$ cat config.mk
export PLATFORM = sky130hd
export DESIGN_NAME = block_crc_cbor_engine_top
export DESIGN_NICKNAME = d
export VERILOG_FILES = /design/src/bcce_pkg.sv /design/src/bcce_csr.sv /design/src/bcce_crc_core.sv /design/src/bcce_frame_out.sv /design/src/block_crc_cbor_engine_top.sv
export SDC_FILE = /design/constraint.sdc
export NUM_CORES = 1
export LEC_CHECK = 0
export CAP_MARGIN = 0
export CORE_MARGIN = 2
export CORE_UTILIZATION = 56
export CTS_CLUSTER_SIZE = 14
export DETAILED_ROUTE_END_ITERATION = 16
export DONT_BUFFER_PORTS = 1
export PLACE_DENSITY = 0.76
export SLEW_MARGIN = 20
export SYNTH_ARGS = -nofsm -noshare
export SYNTH_HDL_FRONTEND = slang
export SYNTH_SLANG_ARGS = --single-unit
$ cat constraint.sdc
create_clock -name clock -period 3.2 [get_ports clock]
set_input_delay 0.32 -clock clock [delete_from_list [all_inputs] [get_ports clock]]
set_output_delay 0.32 -clock clock [all_outputs]
set_load 0.02 [all_outputs]
$ cat src/bcce_pkg.sv
// Package for the block CRC / CBOR engine: constants, frame struct and CRC fold functions.
// No dependencies.
`timescale 1ns / 1ps

package bcce_pkg;

   localparam logic [31:0] CRC32_POLY_REFL = 32'h82F6_3B78;
   localparam logic [15:0] CRC16_POLY_REFL = 16'h8408;
   localparam logic [31:0] CRC_INIT        = 32'hFFFF_FFFF;

   localparam logic [7:0]  CBOR_HDR_BSTR2  = 8'h42;
   localparam logic [7:0]  CBOR_HDR_BSTR4  = 8'h44;

   localparam logic [2:0]  FRAME_LEN16     = 3'd3;
   localparam logic [2:0]  FRAME_LEN32     = 3'd5;

   localparam logic        KIND_CRC16      = 1'b0;
   localparam logic        KIND_CRC32      = 1'b1;

   localparam int          CSR_ADDR_WIDTH  = 3;
   localparam int          CSR_DATA_WIDTH  = 32;
   localparam logic        REG_CRC_KIND    = 1'b0;

   typedef struct packed {
      logic        kind;
      logic [31:0] crc;
   } frame_type;

   function automatic logic [31:0] fold32(input logic [31:0] c, input logic [7:0] b);
      logic [31:0] r;
      r = c ^ {24'h0, b};
      for (int i = 0; i < 8; i++) begin
         r = r[0] ? ((r >> 1) ^ CRC32_POLY_REFL) : (r >> 1);
      end
      return r;
   endfunction

   function automatic logic [15:0] fold16(input logic [15:0] c, input logic [7:0] b);
      logic [15:0] r;
      r = c ^ {8'h0, b};
      for (int i = 0; i < 8; i++) begin
         r = r[0] ? ((r >> 1) ^ CRC16_POLY_REFL) : (r >> 1);
      end
      return r;
   endfunction

   // CRC-16 leaves the upper half of the register untouched
   function automatic logic [31:0] crc_step(input logic kind, input logic [31:0] c,
                                            input logic [7:0] b);
      logic [31:0] r;
      if (kind == KIND_CRC32) begin
         r = fold32(c, b);
      end else begin
         r = {c[31:16], fold16(c[15:0], b)};
      end
      return r;
   endfunction

endpackage

$ cat src/bcce_csr.sv
// Configuration register file: holds crc_kind behind an APB-style port.
// Depends on bcce_pkg.
`timescale 1ns / 1ps

module bcce_csr (
   input  logic                                clock,
   input  logic                                reset,
   input  logic                                csr_psel,
   input  logic                                csr_penable,
   input  logic                                csr_pwrite,
   input  logic [bcce_pkg::CSR_ADDR_WIDTH-1:0] csr_paddr,
   input  logic [bcce_pkg::CSR_DATA_WIDTH-1:0] csr_pwdata,
   output logic [bcce_pkg::CSR_DATA_WIDTH-1:0] csr_prdata,
   output logic                                csr_pready,
   output logic                                crc_kind
);

   logic crc_kind_ff;
   logic crc_kind_in;
   logic wr_en;
   logic sel_kind;

   assign csr_pready = 1'b1;
   assign sel_kind   = (csr_paddr[bcce_pkg::CSR_ADDR_WIDTH-1] == bcce_pkg::REG_CRC_KIND);
   assign wr_en      = csr_psel & csr_penable & csr_pwrite & csr_pready & sel_kind;

   always_comb begin
      crc_kind_in = crc_kind_ff;
      if (wr_en) begin
         crc_kind_in = csr_pwdata[0];
      end
   end

   always_ff @(posedge clock) begin
      if (reset) begin
         crc_kind_ff <= bcce_pkg::KIND_CRC32;
      end else begin
         crc_kind_ff <= crc_kind_in;
      end
   end

   always_comb begin
      csr_prdata = '0;
      if (sel_kind) begin
         csr_prdata[0] = crc_kind_ff;
      end
   end

   assign crc_kind = crc_kind_ff;

endmodule

$ cat src/bcce_crc_core.sv
// Input register and running CRC register; hands a finished CRC to the framer.
// Depends on bcce_pkg.
`timescale 1ns / 1ps

module bcce_crc_core (
   input  logic                clock,
   input  logic                reset,
   input  logic                crc_kind,
   input  logic                req_tvalid,
   output logic                req_tready,
   input  logic [7:0]          req_tdata,
   input  logic                req_tlast,
   input  logic                frame_free,
   output logic                frame_load,
   output bcce_pkg::frame_type frame
);

   logic        in_valid_ff, in_valid_in;
   logic [7:0]  in_byte_ff, in_byte_in;
   logic        in_eob_ff, in_eob_in;
   logic [31:0] crc_ff, crc_in;
   logic [31:0] crc_next;
   logic        advance;
   logic        take;

   assign crc_next   = bcce_pkg::crc_step(crc_kind, crc_ff, in_byte_ff);
   assign advance    = in_valid_ff & (~in_eob_ff | frame_free);
   assign req_tready = ~in_valid_ff | advance;
   assign take       = req_tvalid & req_tready;

   assign frame_load = advance & in_eob_ff;
   assign frame.kind = crc_kind;
   assign frame.crc  = ~crc_next;

   always_comb begin
      in_valid_in = in_valid_ff;
      in_byte_in  = in_byte_ff;
      in_eob_in   = in_eob_ff;
      crc_in      = crc_ff;
      if (advance) begin
         in_valid_in = 1'b0;
         crc_in      = in_eob_ff ? bcce_pkg::CRC_INIT : crc_next;
      end
      if (take) begin
         in_valid_in = 1'b1;
         in_byte_in  = req_tdata;
         in_eob_in   = req_tlast;
      end
   end

   always_ff @(posedge clock) begin
      if (reset) begin
         in_valid_ff <= 1'b0;
         crc_ff      <= bcce_pkg::CRC_INIT;
      end else begin
         in_valid_ff <= in_valid_in;
         crc_ff      <= crc_in;
      end
   end

   always_ff @(posedge clock) begin
      in_byte_ff <= in_byte_in;
      in_eob_ff  <= in_eob_in;
   end

endmodule

$ cat src/bcce_frame_out.sv
// CBOR byte-string framer: holds one encoded CRC and sends it a byte per beat.
// Depends on bcce_pkg.
`timescale 1ns / 1ps

module bcce_frame_out (
   input  logic                clock,
   input  logic                reset,
   input  logic                frame_load,
   input  bcce_pkg::frame_type frame,
   output logic                frame_free,
   output logic                rsp_tvalid,
   input  logic                rsp_tready,
   output logic [7:0]          rsp_tdata,
   output logic                rsp_tlast
);

   logic [39:0] shift_ff, shift_in;
   logic [2:0]  count_ff, count_in;
   logic        beat;

   assign rsp_tvalid = (count_ff != 3'd0);
   assign rsp_tdata  = shift_ff[39:32];
   assign rsp_tlast  = (count_ff == 3'd1);
   assign beat       = rsp_tvalid & rsp_tready;
   assign frame_free = (count_ff == 3'd0) | (rsp_tlast & rsp_tready);

   always_comb begin
      shift_in = shift_ff;
      count_in = count_ff;
      if (beat) begin
         shift_in = {shift_ff[31:0], 8'h00};
         count_in = count_ff - 3'd1;
      end
      if (frame_load) begin
         if (frame.kind == bcce_pkg::KIND_CRC32) begin
            shift_in = {bcce_pkg::CBOR_HDR_BSTR4, frame.crc};
            count_in = bcce_pkg::FRAME_LEN32;
         end else begin
            shift_in = {bcce_pkg::CBOR_HDR_BSTR2, frame.crc[15:0], 16'h0000};
            count_in = bcce_pkg::FRAME_LEN16;
         end
      end
   end

   always_ff @(posedge clock) begin
      if (reset) begin
         count_ff <= 3'd0;
      end else begin
         count_ff <= count_in;
      end
   end

   always_ff @(posedge clock) begin
      shift_ff <= shift_in;
   end

endmodule

$ cat src/block_crc_cbor_engine_top.sv
// Block CRC / CBOR engine: running CRC-32C or CRC-16/X25 over a byte stream,
// each block closed by its CRC as a CBOR byte string.
// Usage:
//   req_ channel: one data byte per beat, tlast on the final byte of a block.
//   rsp_ channel: per block, header 0x44 and four CRC bytes (CRC-32C) or header
//   0x42 and two CRC bytes (CRC-16/X25), most significant first; tlast on the
//   final CRC byte. Non-final bytes give no output.
//   csr_ port: register 0 at address 0, bit 0 = crc_kind (1 CRC-32C, 0 CRC-16);
//   write it only while the engine is idle.
// Timing:
//   One byte per cycle is taken while req_ is not stalled. The final byte of a
//   block passes through the input register into the framer's shift register,
//   which offers the header byte on rsp_, then one byte per cycle while
//   rsp_tready is high. The framer holds one encoded CRC; a further final byte
//   waits in the input register until that frame's last beat is taken, stalling
//   req_ there. Non-final bytes keep flowing while a frame drains.
// Reset (synchronous, active high): CRC register to all ones, crc_kind to
//   CRC-32C, no bytes held or pending.
`timescale 1ns / 1ps

module block_crc_cbor_engine_top (
   input  logic                                clock,
   input  logic                                reset,
   input  logic                                req_tvalid,
   output logic                                req_tready,
   input  logic [7:0]                          req_tdata,   // data_byte
   input  logic                                req_tlast,   // end_of_block
   output logic                                rsp_tvalid,
   input  logic                                rsp_tready,
   output logic [7:0]                          rsp_tdata,   // out_byte
   output logic                                rsp_tlast,   // last_out
   input  logic                                csr_psel,
   input  logic                                csr_penable,
   input  logic                                csr_pwrite,
   input  logic [bcce_pkg::CSR_ADDR_WIDTH-1:0] csr_paddr,
   input  logic [bcce_pkg::CSR_DATA_WIDTH-1:0] csr_pwdata,
   output logic [bcce_pkg::CSR_DATA_WIDTH-1:0] csr_prdata,
   output logic                                csr_pready
);

   logic                crc_kind;
   logic                frame_free;
   logic                frame_load;
   bcce_pkg::frame_type frame;

   bcce_csr u_csr (
      .clock       (clock),
      .reset       (reset),
      .csr_psel    (csr_psel),
      .csr_penable (csr_penable),
      .csr_pwrite  (csr_pwrite),
      .csr_paddr   (csr_paddr),
      .csr_pwdata  (csr_pwdata),
      .csr_prdata  (csr_prdata),
      .csr_pready  (csr_pready),
      .crc_kind    (crc_kind)
   );

   bcce_crc_core u_core (
      .clock      (clock),
      .reset      (reset),
      .crc_kind   (crc_kind),
      .req_tvalid (req_tvalid),
      .req_tready (req_tready),
      .req_tdata  (req_tdata),
      .req_tlast  (req_tlast),
      .frame_free (frame_free),
      .frame_load (frame_load),
      .frame      (frame)
   );

   bcce_frame_out u_out (
      .clock      (clock),
      .reset      (reset),
      .frame_load (frame_load),
      .frame      (frame),
      .frame_free (frame_free),
      .rsp_tvalid (rsp_tvalid),
      .rsp_tready (rsp_tready),
      .rsp_tdata  (rsp_tdata),
      .rsp_tlast  (rsp_tlast)
   );

endmodule
==> flow_metrics.py <==
metrics = {
    "global_routing": {
        "grt_pass1_vias": 2966,
        "track_usage": 0.217,
        "antenna_found_initial": 0,
        "grt_pass1_wl_um": 16200,
        "grt-ovfl-total": 0,
        "grt_max_degree": 41,
    },
    "sta": {
        "period_needed_ns": 2.52,
        "setup_viol": 0,
        "finClkSkew_ns": 0.0159,
        "hold_violations": 0,
        "tightest_slew_ns": 0.837,
        "clock.fmax_ghz": 0.397,
        "setup-tns-final_ns": 0,
        "maxSlewHeadroom": 0.441,
        "drv_slew": 0,
        "rsz0062_at_grt": "no",
        "fin_crit_sh": 0.787,
    },
    "yosys": {
        "ys_seq_elements": 86,
        "ys_types": 48,
        "avgSynthCellArea_um2": 10.8,
        "synth_ff_type": "edfxtp_1",
        "ys_seq_area_frac": 0.447,
        "synthArstFlopShare": 0,
        "synth-edff-count": 49,
        "yosysWarnings": 0,
        "netlist_area_mm2": 0.00495,
        "syn_inst": 460,
    },
    "min_path": {
        "holdCritPathClass": "primary input to flop",
        "whs_endpoint": "u_core.in_valid_ff$_SDFFE_PP0P_",
        "hp-start": "reset",
        "hold_depth": 1,
    },
    "cells_and_area": {
        "layout_common_cells": "nand2_1 (66), xnor2_1 (50), edfxtp_1 (49)",
        "diodes": 0,
        "n_fill_cell": 678,
        "area.growth.synth_to_final_pct": 3.51,
        "drive_above_1_share": 0.104,
        "final_common_cell": "nand2_1",
        "fin_area_mm2": 0.00513,
        "finalCoreUtilization": 0.594,
        "nets": 509,
    },
    "setup_path": {
        "end_kind": "flop",
        "cp-startpoint": "u_core.in_byte_ff[6]$_DFFE_PP_",
        "start_kind": "flop",
        "r2r-end": "u_out.shift_ff[11]$_DFFE_PP_",
        "worst_ep_arrival_time_ns": 2.64,
        "crit_required_ns": 3.32,
        "r2r_setup_slack_ns": 0.68,
        "crit_fanout": 8,
        "timing_worst_setup_path_type": "flop to flop",
        "reg2reg_from": "u_core.in_byte_ff[6]$_DFFE_PP_",
        "reg2reg_depth": 6,
    },
    "power": {
        "pwr-share-comb": 0.565,
        "p_sw_frac": 0.421,
        "p_per_area_mw_per_mm2": 1230,
        "p_sw_mw": 2.64,
        "pwr-share-clk": 0.138,
        "pwr-share-seq": 0.297,
        "power_leakage_nw": 2.03,
        "irDropWorstVdd_v": 0.000665,
        "p_int_mw": 3.64,
    },
    "clocking": {
        "ctsHtreeMaxLevel": 3,
        "clk_pin_slew_worst_paths_ns": 0.09,
        "numCtsBuffers": 9,
        "cts_tree": "built",
        "cts.sinks": 86,
        "postCtsSetupBuffers": 0,
        "cts-root-buf": "clkbuf_8",
        "clock_path_buffers": 2,
        "clk_latency_ns": 0.37,
    },
    "status": {
        "status": "completed",
    },
    "routing": {
        "drt_wl_total_um": 9860,
        "drtAntennaViolNets": 0,
        "vias": 3173,
        "drc": 0,
        "dr.pass1.iters": 5,
        "wire_per_inst_um": 17.4,
        "drt_iter0_drc": 254,
        "viasPerCell": 5.59,
    },
    "place": {
        "port_buffers": 0,
        "gp_congestion": 0.894,
        "dpl_cell_area_mm2": 0.00489,
        "place_hpwl_um": 6710,
    },
    "die": {
        "rows": 34,
        "die_height_um": 98.0,
        "dieArea_mm2": 0.00961,
        "initial_core_util": 0.573,
        "coreArea_mm2": 0.00864,
        "die_x_um": 98.0,
        "io_pins": 95,
    },
    "run": {
        "cap_violations": 0,
    },
}
layout make-up:
class,count,area [um2],share of cell area
tap,108,135,0.0264
sequential,86,2210,0.432
clock inverter,7,103,0.0200
multi-input combinational,341,2440,0.476
clock buffer,9,124,0.0242
timing repair buffer,12,92.6,0.0181
inverter,5,18.8,0.00366
metal layers:
metal,up-vias,wire [um],track usage
met3,18,692,0.0437
met1,1518,4160,0.294
met5,-,0,0
met4,0,182,0.0876
met2,152,4830,0.342
li1,1485,-,-
worst max-delay path, cell delays in order, from the launching register on:
cell and delay [ns]:
edfxtp_1 0.46, xnor2_4 0.15, buf_4 0.20, xnor3_2 0.49, xor2_1 0.51, xnor2_1 0.22
a22o_1 0.25
flip-flops by register name (all words and copies together), names as in the netlist:
| register | count |
|---|---|
| u_core.crc_ff | 32 |
| u_core.in_byte_ff | 8 |
| u_core.in_eob_ff | 1 |
| u_core.in_valid_ff | 1 |
| u_csr.crc_kind | 1 |
| u_out.count_ff | 3 |
| u_out.shift_ff | 40 |
Yosys cell counts (all sizes together), types with 4 or more instances:
cell / number / share of area
clkbuf: 11 / 0.0083
and2: 10 / 0.013
nand3: 5 / 0.0051
xnor3: 4 / 0.018
o21ai: 20 / 0.020
inv: 5 / 0.0038
o211ai: 15 / 0.023
a211o: 4 / 0.0071
xnor2: 63 / 0.15
mux2i: 7 / 0.014
nand2b: 4 / 0.0051
xor2: 28 / 0.060
nor2: 34 / 0.026
edfxtp: 49 / 0.30
nor3: 4 / 0.0040
buf: 46 / 0.068
a21oi: 17 / 0.017
dfxtp: 37 / 0.15
nand2: 66 / 0.050
how the worst max path moves through the flow:
stage / endpoint
floorplan: u_out.shift_ff[0]$_SDFFCE_PN0P_
global placement: u_out.shift_ff[9]$_DFFE_PP_
detailed placement: u_out.shift_ff[11]$_DFFE_PP_
CTS: u_out.shift_ff[11]$_DFFE_PP_
global route: u_core.crc_ff[17]$_SDFFE_PP1P_
finish: u_out.shift_ff[11]$_DFFE_PP_
stage by stage:
step / setup slack, ns / hold slack (ns) / power [mW] / instances
3_5_place_dp: 0.725 / 0.393 / 5.38 / 551
3_3_place_gp: 0.769 / 0.391 / 5.30 / 551
5_1_grt: 0.484 / 0.00195 / 6.68 / 568
6_report: 0.683 / 0.0169 / 6.28 / 568
4_1_cts: 0.722 / 0.00131 / 6.27 / 568
2_1_floorplan: 0.453 / 0.419 / 4.76 / 490
power by group through the flow:
| stage | clock network (mW) | registers (mW) | logic, mW |
|---|---|---|---|
| after floorplan | 0 | 1.80 | 2.95 |
| after global placement | 0 | 1.87 | 3.42 |
| after detailed placement | 0 | 1.89 | 3.48 |
| after CTS | 0.885 | 1.87 | 3.51 |
| after global routing | 0.923 | 1.90 | 3.86 |
| final | 0.869 | 1.87 | 3.55 |
logic make-up (layout without fill, tap and decap cells):
kind of cell	after synthesis	after routing	synth area share
muxes	8	8	0.0164
DFF	86	86	0.447
other	2	32	0.00152
adders and majority gates	3	3	0.00758
and+or+nand+nor	128	128	0.110
buffers and inverters	63	33	0.0831
xor gates and xnor gates	98	98	0.244
AOI/OAI and AO/OA	72	72	0.0912
timing repair:
action | CTS | global route
hold buffers | 1 | 0
hold endpoints to repair | 1 | 0
endpoints found under the setup margin | 0 | 0
resized for setup | 0 | 0
Note: power is estimated with default switching activity, not from simulation.
